$ cat src/rtl/pdv_pkg.sv
// shared widths, register codes, reset values and structs of pixel_desaturate_vignette
// depends on nothing
`timescale 1ns / 1ps

package pdv_pkg;

  // field widths
  localparam int unsigned COLOR_W     = 8;
  localparam int unsigned DIM_W       = 16;
  localparam int unsigned BORDER_W    = 10;
  localparam int unsigned GREY_W      = 8;
  localparam int unsigned WORD_W      = 32;
  localparam int unsigned LUMA_SUM_W  = 12;  // 3r+6g+b tops out at 2550
  localparam int unsigned IN_TDATA_W  = 3 * COLOR_W;
  localparam int unsigned OUT_TDATA_W = GREY_W + WORD_W;

  // configuration port
  localparam int unsigned CFG_ADDR_W = 4;
  localparam int unsigned CFG_DATA_W = 32;
  localparam int unsigned REG_IDX_W  = 2;

  // register indexes (byte address / 4)
  localparam logic [REG_IDX_W-1:0] REG_FRAME_WIDTH  = 2'd0;
  localparam logic [REG_IDX_W-1:0] REG_FRAME_HEIGHT = 2'd1;
  localparam logic [REG_IDX_W-1:0] REG_BORDER_WIDTH = 2'd2;

  // register reset values
  localparam logic [DIM_W-1:0]    FRAME_WIDTH_RST  = 16'd1280;
  localparam logic [DIM_W-1:0]    FRAME_HEIGHT_RST = 16'd768;
  localparam logic [BORDER_W-1:0] BORDER_WIDTH_RST = 10'd100;

  // pixel constants
  localparam logic [GREY_W-1:0] GREY_MAX     = 8'd255;
  localparam logic [7:0]        ALPHA_OPAQUE = 8'hFF;

  // divide by ten as multiply by 3277 / 2^15, exact for sums up to 2550
  localparam logic [LUMA_SUM_W-1:0] DIV10_MULT  = 12'd3277;
  localparam int unsigned           DIV10_SHIFT = 15;

  typedef struct packed {
    logic [DIM_W-1:0]    frame_width;
    logic [DIM_W-1:0]    frame_height;
    logic [BORDER_W-1:0] border_width;
  } cfg_t;

  typedef struct packed {
    logic [DIM_W-1:0] column;
    logic [DIM_W-1:0] row;
    logic             last;
  } pos_t;

endpackage

$ cat src/rtl/pdv_cfg_regs.sv
// apb-style configuration registers: frame width, frame height, border width
// depends on pdv_pkg
`timescale 1ns / 1ps

module pdv_cfg_regs (
  input  logic                             clk,
  input  logic                             rst_n,
  input  logic                             cfg_psel,
  input  logic                             cfg_penable,
  input  logic                             cfg_pwrite,
  input  logic [pdv_pkg::CFG_ADDR_W-1:0]   cfg_paddr,
  input  logic [pdv_pkg::CFG_DATA_W-1:0]   cfg_pwdata,
  output logic [pdv_pkg::CFG_DATA_W-1:0]   cfg_prdata,
  output logic                             cfg_pready,
  output pdv_pkg::cfg_t                    cfg
);

  pdv_pkg::cfg_t                  cfg_r;
  logic                           wr_en;
  logic [pdv_pkg::REG_IDX_W-1:0]  reg_idx;

  assign cfg_pready = 1'b1;
  assign reg_idx    = cfg_paddr[pdv_pkg::CFG_ADDR_W-1:2];
  assign wr_en      = cfg_psel && cfg_penable && cfg_pwrite && cfg_pready;
  assign cfg        = cfg_r;

  // register writes, other indexes ignored
  always_ff @(posedge clk) begin
    if (!rst_n) begin
      cfg_r.frame_width  <= pdv_pkg::FRAME_WIDTH_RST;
      cfg_r.frame_height <= pdv_pkg::FRAME_HEIGHT_RST;
      cfg_r.border_width <= pdv_pkg::BORDER_WIDTH_RST;
    end else if (wr_en) begin
      unique case (reg_idx)
        pdv_pkg::REG_FRAME_WIDTH:  cfg_r.frame_width  <= cfg_pwdata[pdv_pkg::DIM_W-1:0];
        pdv_pkg::REG_FRAME_HEIGHT: cfg_r.frame_height <= cfg_pwdata[pdv_pkg::DIM_W-1:0];
        pdv_pkg::REG_BORDER_WIDTH: cfg_r.border_width <= cfg_pwdata[pdv_pkg::BORDER_W-1:0];
        default: ;
      endcase
    end
  end

  // read mux
  always_comb begin
    unique case (reg_idx)
      pdv_pkg::REG_FRAME_WIDTH:
        cfg_prdata = {{(pdv_pkg::CFG_DATA_W-pdv_pkg::DIM_W){1'b0}}, cfg_r.frame_width};
      pdv_pkg::REG_FRAME_HEIGHT:
        cfg_prdata = {{(pdv_pkg::CFG_DATA_W-pdv_pkg::DIM_W){1'b0}}, cfg_r.frame_height};
      pdv_pkg::REG_BORDER_WIDTH:
        cfg_prdata = {{(pdv_pkg::CFG_DATA_W-pdv_pkg::BORDER_W){1'b0}}, cfg_r.border_width};
      default:
        cfg_prdata = '0;
    endcase
  end

endmodule

$ cat src/rtl/pdv_pos_count.sv
// raster position counters: column and row of the next pixel, wrap at frame size
// depends on pdv_pkg
`timescale 1ns / 1ps

module pdv_pos_count (
  input  logic          clk,
  input  logic          rst_n,
  input  logic          advance,
  input  pdv_pkg::cfg_t cfg,
  output pdv_pkg::pos_t pos
);

  logic [pdv_pkg::DIM_W-1:0] col_r, col_nxt;
  logic [pdv_pkg::DIM_W-1:0] row_r, row_nxt;
  logic                      last_col;
  logic                      last_row;

  // a size of zero behaves like one: every position is the last
  assign last_col = ({1'b0, col_r} + 1'b1) >= {1'b0, cfg.frame_width};
  assign last_row = ({1'b0, row_r} + 1'b1) >= {1'b0, cfg.frame_height};

  assign pos.column = col_r;
  assign pos.row    = row_r;
  assign pos.last   = last_col && last_row;

  // next position
  always_comb begin
    col_nxt = col_r + 1'b1;
    row_nxt = row_r;
    if (last_col) begin
      col_nxt = '0;
      row_nxt = last_row ? '0 : row_r + 1'b1;
    end
  end

  always_ff @(posedge clk) begin
    if (!rst_n) begin
      col_r <= '0;
      row_r <= '0;
    end else if (advance) begin
      col_r <= col_nxt;
      row_r <= row_nxt;
    end
  end

endmodule

$ cat src/rtl/pdv_shade.sv
// grey level from the weighted rgb sum, darkened by the edge vignette
// depends on pdv_pkg; purely combinational, sits between the two pipeline registers
`timescale 1ns / 1ps

module pdv_shade (
  input  logic [pdv_pkg::LUMA_SUM_W-1:0] luma_sum,
  input  pdv_pkg::pos_t                  pos,
  input  pdv_pkg::cfg_t                  cfg,
  output logic [pdv_pkg::GREY_W-1:0]     grey
);

  localparam int unsigned SGN_W  = pdv_pkg::DIM_W + 2;
  localparam int unsigned EDGE_W = pdv_pkg::DIM_W + 1;
  localparam int unsigned AMT_W  = EDGE_W + 1;
  localparam int unsigned PROD_W = 2 * pdv_pkg::LUMA_SUM_W;
  localparam int unsigned LUMA_W = PROD_W - pdv_pkg::DIV10_SHIFT;

  logic [PROD_W-1:0]          prod;
  logic [LUMA_W-1:0]          luma_q;
  logic [pdv_pkg::GREY_W-1:0] luma;
  logic [AMT_W-1:0]           amount;

  // darkening from one axis; both terms are positive when they apply
  function automatic logic [EDGE_W-1:0] edge_amount(
    input logic [pdv_pkg::DIM_W-1:0]    p_in,
    input logic [pdv_pkg::DIM_W-1:0]    size_in,
    input logic [pdv_pkg::BORDER_W-1:0] border_in
  );
    logic signed [SGN_W-1:0] p;
    logic signed [SGN_W-1:0] s;
    logic signed [SGN_W-1:0] b;
    logic signed [SGN_W-1:0] amt;
    p   = signed'({2'b00, p_in});
    s   = signed'({2'b00, size_in});
    b   = signed'({{(SGN_W-pdv_pkg::BORDER_W){1'b0}}, border_in});
    amt = '0;
    if (p < b)
      amt = amt + (b - p);
    if (p > s - b)
      amt = amt + (b - (s - p));
    return amt[EDGE_W-1:0];
  endfunction

  // divide by ten through the reciprocal
  assign prod   = luma_sum * pdv_pkg::DIV10_MULT;
  assign luma_q = prod[PROD_W-1:pdv_pkg::DIV10_SHIFT];
  assign luma   = (luma_q > LUMA_W'(pdv_pkg::GREY_MAX)) ? pdv_pkg::GREY_MAX
                                                       : luma_q[pdv_pkg::GREY_W-1:0];

  // vignette amount over both axes
  assign amount = {1'b0, edge_amount(pos.column, cfg.frame_width, cfg.border_width)}
                + {1'b0, edge_amount(pos.row, cfg.frame_height, cfg.border_width)};

  // subtract, saturating at zero
  always_comb begin
    if (amount >= AMT_W'(luma))
      grey = '0;
    else
      grey = luma - amount[pdv_pkg::GREY_W-1:0];
  end

endmodule

$ cat src/rtl/pixel_desaturate_vignette.sv
// top level of pixel_desaturate_vignette: stream ports, apb port, two-register pipeline
// depends on pdv_pkg, pdv_cfg_regs, pdv_pos_count, pdv_shade
`timescale 1ns / 1ps

// Converts a raster-order RGB pixel stream into grey pixels, (3R+6G+B)/10,
// darkened near the frame edges by a vignette of configurable border width,
// and emits each as a grey byte plus an opaque ARGB word, with tlast on the
// frame's last pixel. One pixel is accepted every clock while the output is
// taken; a pixel passes through the input register (which also captures the
// raster position and the weighted RGB sum) and then the result register
// (after the divide-by-ten multiply and vignette subtract). The result
// register frees itself when out_tready is high, so a stalled output still
// lets one more beat into the input register.
// Frame size and border width are written through the APB port between
// frames; the position counters are not cleared by a register write.

module pixel_desaturate_vignette (
  input  logic                               clk,
  input  logic                               rst_n,
  // pixel in
  input  logic                               in_tvalid,
  output logic                               in_tready,
  input  logic [pdv_pkg::IN_TDATA_W-1:0]     in_tdata,   // red_in, green_in, blue_in
  // pixel out
  output logic                               out_tvalid,
  input  logic                               out_tready,
  output logic [pdv_pkg::OUT_TDATA_W-1:0]    out_tdata,  // grey_out, pixel_word
  output logic                               out_tlast,  // frame_end
  // configuration
  input  logic                               cfg_psel,
  input  logic                               cfg_penable,
  input  logic                               cfg_pwrite,
  input  logic [pdv_pkg::CFG_ADDR_W-1:0]     cfg_paddr,
  input  logic [pdv_pkg::CFG_DATA_W-1:0]     cfg_pwdata,
  output logic [pdv_pkg::CFG_DATA_W-1:0]     cfg_prdata,
  output logic                               cfg_pready
);

  localparam int unsigned CW = pdv_pkg::COLOR_W;
  localparam int unsigned SW = pdv_pkg::LUMA_SUM_W;

  pdv_pkg::cfg_t               cfg;
  pdv_pkg::pos_t               pos;
  logic                        in_acc;
  logic                        s1_ready;
  logic                        s2_ready;
  logic                        s1_move;
  logic [CW-1:0]               red, green, blue;
  logic [SW-1:0]               sum_nxt;
  logic                        s1_valid_r;
  logic [SW-1:0]               s1_sum_r;
  pdv_pkg::pos_t               s1_pos_r;
  logic [pdv_pkg::GREY_W-1:0]  grey_nxt;
  logic                        out_valid_r;
  logic [pdv_pkg::GREY_W-1:0]  out_grey_r;
  logic                        out_last_r;

  pdv_cfg_regs u_cfg_regs (
    .clk         (clk),
    .rst_n       (rst_n),
    .cfg_psel    (cfg_psel),
    .cfg_penable (cfg_penable),
    .cfg_pwrite  (cfg_pwrite),
    .cfg_paddr   (cfg_paddr),
    .cfg_pwdata  (cfg_pwdata),
    .cfg_prdata  (cfg_prdata),
    .cfg_pready  (cfg_pready),
    .cfg         (cfg)
  );

  pdv_pos_count u_pos_count (
    .clk     (clk),
    .rst_n   (rst_n),
    .advance (in_acc),
    .cfg     (cfg),
    .pos     (pos)
  );

  // pipeline handshake
  assign s2_ready  = !out_valid_r || out_tready;
  assign s1_ready  = !s1_valid_r || s2_ready;
  assign s1_move   = s1_valid_r && s2_ready;
  assign in_tready = s1_ready;
  assign in_acc    = in_tvalid && s1_ready;

  // weighted rgb sum by shift and add
  assign red     = in_tdata[CW-1:0];
  assign green   = in_tdata[2*CW-1:CW];
  assign blue    = in_tdata[3*CW-1:2*CW];
  assign sum_nxt = ({{(SW-CW){1'b0}}, red} << 1) + {{(SW-CW){1'b0}}, red}
                 + ({{(SW-CW){1'b0}}, green} << 2) + ({{(SW-CW){1'b0}}, green} << 1)
                 + {{(SW-CW){1'b0}}, blue};

  // input register
  always_ff @(posedge clk) begin
    if (!rst_n)
      s1_valid_r <= 1'b0;
    else if (s1_ready)
      s1_valid_r <= in_tvalid;
  end

  always_ff @(posedge clk) begin
    if (in_acc) begin
      s1_sum_r <= sum_nxt;
      s1_pos_r <= pos;
    end
  end

  pdv_shade u_shade (
    .luma_sum (s1_sum_r),
    .pos      (s1_pos_r),
    .cfg      (cfg),
    .grey     (grey_nxt)
  );

  // result register
  always_ff @(posedge clk) begin
    if (!rst_n)
      out_valid_r <= 1'b0;
    else if (s2_ready)
      out_valid_r <= s1_valid_r;
  end

  always_ff @(posedge clk) begin
    if (s1_move) begin
      out_grey_r <= grey_nxt;
      out_last_r <= s1_pos_r.last;
    end
  end

  assign out_tvalid = out_valid_r;
  assign out_tlast  = out_last_r;
  assign out_tdata  = {pdv_pkg::ALPHA_OPAQUE, out_grey_r, out_grey_r, out_grey_r, out_grey_r};

endmodule

$ cat config.mk
export PLATFORM = sky130hd
export DESIGN_NAME = pixel_desaturate_vignette
export DESIGN_NICKNAME = d
export VERILOG_FILES = /design/src/rtl/pdv_pkg.sv /design/src/rtl/pdv_cfg_regs.sv /design/src/rtl/pdv_pos_count.sv /design/src/rtl/pdv_shade.sv /design/src/rtl/pixel_desaturate_vignette.sv
export SDC_FILE = /design/constraint.sdc
export NUM_CORES = 1
export LEC_CHECK = 0
export BUFFER_PORTS_ARGS = -buffer_cell sky130_fd_sc_hd__buf_2
export CAP_MARGIN = 15
export CORE_MARGIN = 5
export CORE_UTILIZATION = 35
export CTS_CLUSTER_SIZE = 24
export DETAILED_ROUTE_END_ITERATION = 12
export PLACE_DENSITY = 0.53
export SLEW_MARGIN = 20
export SYNTH_ARGS = -nofsm -noshare
export SYNTH_HDL_FRONTEND = slang
export SYNTH_HIERARCHICAL = 1
export SYNTH_SLANG_ARGS = --single-unit
$ cat constraint.sdc
create_clock -name clk -period 6 [get_ports clk]
set_clock_uncertainty 0.1 [all_clocks]
set_input_delay 0 -clock clk [delete_from_list [all_inputs] [get_ports clk]]
set_output_delay 0 -clock clk [all_outputs]
set_load 0.01 [all_outputs]
Yosys cells after proc, flatten, opt, wreduce, memory -nomap -nowiden
Cells that the tools add are included.
- mux-type cells: 8
- add/sub/neg operators: 20
- multipliers: 1
- reduce and logical (&&, ||, !) cells: 14
- order comparisons: 8
- equal/unequal tests: 2
- operators with widths (kind ; number):
    2-to-1 mux 17 bit ; 4
    case mux 16 bit (3 select lines) ; 1
    > comparator 17 x 18 -> 1 bit ; 2
    adder 16 x 1 -> 17 bit, second input constant ; 2
    adder 17 bit ; 2
    greater-or-equal comparator 17 x 16 -> 1 bit ; 2
    subtractor 10 x 16 -> 17 bit ; 2
    subtractor 11 x 17 -> 17 bit ; 2
    subtractor 16 x 10 -> 17 bit ; 2
    subtractor 16 x 16 -> 17 bit ; 2
    adder 16 x 1 -> 16 bit, second input constant ; 2
    less-than comparator 16 x 10 -> 1 bit ; 2
    2-to-1 mux 16 bit ; 2
    multiplier 12 x 12 -> 24 bit, second input constant ; 1
    adder 17 x 17 -> 18 bit ; 1
    greater-or-equal comparator 18 x 8 -> 1 bit ; 1
    adder 11 x 9 -> 12 bit ; 1
    adder 12 x 8 -> 12 bit ; 1
    adder 10 x 10 -> 11 bit ; 1
    adder 9 x 8 -> 10 bit ; 1
    > comparator 9 x 8 -> 1 bit, second input constant ; 1
    2-to-1 mux 8 bit ; 1
    AND reduction 2 bit ; 4
    subtractor 8 bit ; 1
    other kinds (6) ; 12
- output and inout port bits: 76
- word-level logic and storage cells: 66
- input bits: 67
- register bits: 130

Depth between registers and ports, before layout
- depth after elaboration: 6
- depth in mapped cells: 33
- depth with buffers taken out: 32

Hierarchy
The synthesis kept the hierarchy.
- by module, submodules not included (module ; sequential area each (µm²) ; area an instance (µm²) ; instances ; cells an instance):
    pdv_shade ; 0.0 ; 10065.9 ; 1 ; 1249
    pixel_desaturate_vignette ; 1661.6 ; 2966.6 ; 1 ; 212
    pdv_pos_count ; 640.6 ; 2891.5 ; 1 ; 361
    pdv_cfg_regs ; 840.8 ; 2100.8 ; 1 ; 233

Worst setup path after synthesis
No wires, ideal clock.
- path kind: register -> register
- start point: register s1_pos_r[18] (netlist bit)
- end point: register out_grey_r[2] (netlist bit) (data pin)
- cell stages (with the launch flop): 33
- period minus slack after synthesis: 6.593 ns
- arrival time: 6.333 ns
- data required time: 5.740 ns
- buffers on the path: 1
- setup time: 0.160 ns
- setup slack: -0.593 ns
- cells stage by stage: edfxtp_1 > inv_1 > ha_1 > nor2b_1 > o21a_1 > o211ai_1 > a31oi_1 > a41o_1 > o311a_1 > buf_2 > nand2_1 > fa_1 > fa_1 > inv_1 > ha_1 > fa_1 > a21o_1 > a21oi_1 > o21bai_1 > a31oi_1 > o21bai_1 > xor2_1 > nand2_1 > o31ai_1 > ha_1 > o21ai_0 > nand2b_1 > o311ai_0 > o21ai_0 > and3b_1 > nor3_2 > nand3_2 > nor3_1
- word-level cells in the longest chain between the ends: 6
- elaborated cells between the ends (all ways): 11
- those cells by class: add/sub (6); order compare (3); mux (2)
- RTL lines (what ; line ; RTL):
    start: declaration ; pixel_desaturate_vignette.sv:52 ; pdv_pkg::pos_t s1_pos_r;
    start signal: assignment ; pixel_desaturate_vignette.sv:105 ; s1_pos_r <= pos;
    subtractor 16 x 16 -> 17 bit, or another cell as far along ; pdv_shade.sv:40 ; amt = amt + (b - (s - p));
    subtractor 11 x 17 -> 17 bit / 2-to-1 mux 17 bit (equally long branches) ; pdv_shade.sv:40, pdv_shade.sv:37 ;
    adder 17 bit ; pdv_shade.sv:40 ;
    2-to-1 mux 17 bit (*) ; pdv_shade.sv:39 ; if (p > s - b)
    adder 17 x 17 -> 18 bit (*) ; pdv_shade.sv:52 ; + {1'b0, edge_amount(pos.row, cfg.frame_height, cfg.border_width)};
    greater-or-equal comparator 18 x 8 -> 1 bit / subtractor 8 bit (equally long branches) ; pdv_shade.sv:56, pdv_shade.sv:59 ;
    end signal: assignment ; pixel_desaturate_vignette.sv:126 ; out_grey_r <= grey_nxt;
    end: declaration ; pixel_desaturate_vignette.sv:55 ; logic [pdv_pkg::GREY_W-1:0] out_grey_r;
Every way passes the cells marked *; elsewhere a longest branch is shown, timed or not.
A chain may end at the register's enable or synchronous reset.

Final worst setup path
Ends and elaborated chain as after synthesis.

==> impl_metrics.yaml <==
status:
  outcome: "finished, violations left"
  violations: "negative setup slack"
worst_setup_path:
  startpoint_type: "flip-flop"
  path_class: "flip-flop to flip-flop"
  worst-path-max-fanout: 8
  slowest_stage: "fa_1"
  endpoint_kind: "flip-flop"
  worstPathArrival_ns: 6.74
  critPathRequiredTime_ns: 6.22
  crit_path_max_incr_delay_ns: 0.51
  critPathMostFrequentCell: "ha_4"
global_route:
  gr-usage-all-layers_pct: 18.8
  grt_pass1_vias: 16182
  antenna_found_initial: 0
  grt_start_max_net_pins: 61
  overflow: 0
  grt_first_pass_wirelength_um: 84500
placement:
  port_buffers: 99
  gp_congestion: 0.912
  hpwlAfterDp_um: 44400
drt:
  met1_length_um: 24400
  avgViaCountPerCell: 4.92
  dr_wl_met2_um: 25900
  vias: 15894
  drt_wl_total_um: 53100
  highest_layer: "met4"
  dr.pass1.iters: 6
  met3_length_um: 1700
  wire_per_inst_um: 16.4
  drtIter0Drc: 772
  final_antenna_net_count: 0
  drc: 0
die:
  die_area_mm2: 0.0561
  core_area_mm2: 0.0512
  start_util_pct: 35.2
  fp.dieH_um: 237
  io_pins: 143
  die_w_um: 237
  std_cell_rows: 83
logic_synthesis:
  ys_ff_latch: 130
  yosysSeqAreaShare_pct: 17.4
  synth_cells: 2055
  synth_top_cell_by_area: "ha_1"
  yosys-top-cells-area: "ha_1 19%, fa_1 13%, edfxtp_1 9.0%, dfxtp_1 8.4%, inv_1 6.9%"
  ys_top_cells_by_count: "331 x inv_1, 280 x ha_1, 159 x nand2_1"
  ys_types: 101
  ys.flop_type: "dfxtp_1"
  syn_avg_cell_area_um2: 8.77
  synth-compound-area-share_pct: 13.6
  synth-simple-area-share_pct: 15.8
  synth.top_cell.area_share_pct: 19.4
  syn_area_mm2: 0.0180
  synthMuxAreaShare_pct: 3.86
  synth_edf_count: 54
  ys_async_sr_fraction_pct: 0
  yosys.area_share.adder_pct: 32.7
  yosys.cell_count.top_type: "inv_1"
  synth_top_family_by_area: "adder cells"
  synth_xor_area_share_pct: 5.93
  yosys_warnings: 6
layout:
  diodes: 0
  drive_above_1_share_pct: 28.0
  nets: 3005
  syn_to_final_growth_pct: 31.0
sta:
  period_minus_slack_ns: 6.52
  fmax_mhz: 153
  rsz0062_at_grt: "true"
  slew_headroom_pct: 42.0
  setup_slack_ns: -0.517
  min_period_over_period_pct: 109
  fin_hold_ws_ns: 0.0849
  setup_viol: 8
  worst_slew_pin_slew_ns: 0.868
  finalHoldViolCount: 0
  slew_viol_final: 0
clocking:
  cts-htree-levels: 4
  cts_tree: "yes"
  clockRootBuffer: "clkbuf_16"
  cts_inserted_buffers: 17
  path_clk_slew_ns: 0.07
  cts_sinks: 130
  clk_latency_ns: 0.49
  clk_path_buf_depth: 2
run:
  cap_violations: 0
worst_hold_path:
  hold_class: "input pin to flip-flop"
## per-layer routing
layer  global-route usage [%]  vias to the layer above
met1                     24.1                     7590
met4                     5.09                        0
met5                        0                        -
met2                     33.2                      283
li1                         -                     7960
met3                     2.60                       61
## critical path, delay by kind of cell, from the launching register on
family	cells	cell delay, ns
adder cells (fa/ha/maj)	6	2.11
flip-flops	1	0.36
AO/OA/AOI/OAI	16	2.57
buffers and inverters	4	0.41
AND/OR/NAND/NOR	6	0.68
XOR/XNOR	1	0.14
## sequential cells by signal, summed over array words and instances (netlist names)
| register | flops |
|---|---|
| s1_pos_r | 33 |
| u_pos_count/col_r | 16 |
| s1_sum_r | 12 |
| out_tvalid | 1 |
| u_cfg_regs/cfg | 42 |
| u_pos_count/row_r | 16 |
| s1_valid_r | 1 |
| out_tlast | 1 |
| out_grey_r | 8 |
## final cells by class
type | instances | area (µm²)
clock buffers | 22 | 487
clock inverters | 10 | 118
fillers | 4958 | 27600
inverters | 332 | 1250
multi-input cells | 1527 | 13900
flip-flops and latches | 130 | 3150
well taps | 680 | 851
repair buffers | 531 | 3860
## cell families (layout without fill, tap and decap cells)
logic type	count (synthesis)	in the layout
adder cells (fa/ha/maj)	399	399
AO/OA/AOI/OAI	357	358
AND/OR/NAND/NOR	549	549
flip-flops	130	130
multiplexers	68	68
XOR/XNOR	122	122
buffers and inverters	425	895
other	5	31
## worst paths after layout
check,startpoint,endpoint,slack [ns],cells past startpoint
worst max-delay path,s1_pos_r[18],out_grey_r[2],-0.52,33
worst min-delay path,cfg_paddr[3],u_cfg_regs/cfg[31],0.08,3
worst max register to register,s1_pos_r[18],out_grey_r[2],-0.52,33
worst min register to register,u_pos_count/row_r[15],s1_pos_r[16],0.33,0
## cell usage in the layout (no fill, tap or decap), types with 54 or more instances in the layout
cell	instances
dfxtp_1	72
xnor2_1	84
fa_1	113
nor2_1	76
buf_4	390
buf_2	99
inv_1	319
nand2_1	155
a21oi_1	85
mux2i_1	58
nand3_1	70
ha_1	251
edfxtp_1	54
## metrics by stage
| stage | worst slack, ns | instance area (µm²) | cells | TNS, ns | util (%) |
|---|---|---|---|---|---|
| after floorplan | -0.200 | 18400 | 2081 | -1.29 | - |
| after global placement | -0.710 | 21900 | 3138 | -5.41 | 42.8 |
| after detailed placement | -0.941 | 21900 | 3138 | -7.00 | 42.8 |
| after CTS | -0.483 | 23400 | 3224 | -3.82 | 45.6 |
| after global routing | -0.877 | 23600 | 3232 | -6.87 | 46.1 |
| final | -0.517 | 23600 | 3232 | -3.95 | 46.1 |
## timing repair
item                                    in CTS  in global routing
buffers inserted                            17                  8
endpoints found under the hold margin       49                  0
hold buffers                                37                  0
gates resized for setup                     73                 34
pin swaps                                   72                 38
endpoints found under the setup margin       8                  8
gates cloned                                 1                  0
Power is left out: the tool's default activity adds up to more than one toggle a clock period on the data nets, which glitch-free logic cannot reach.
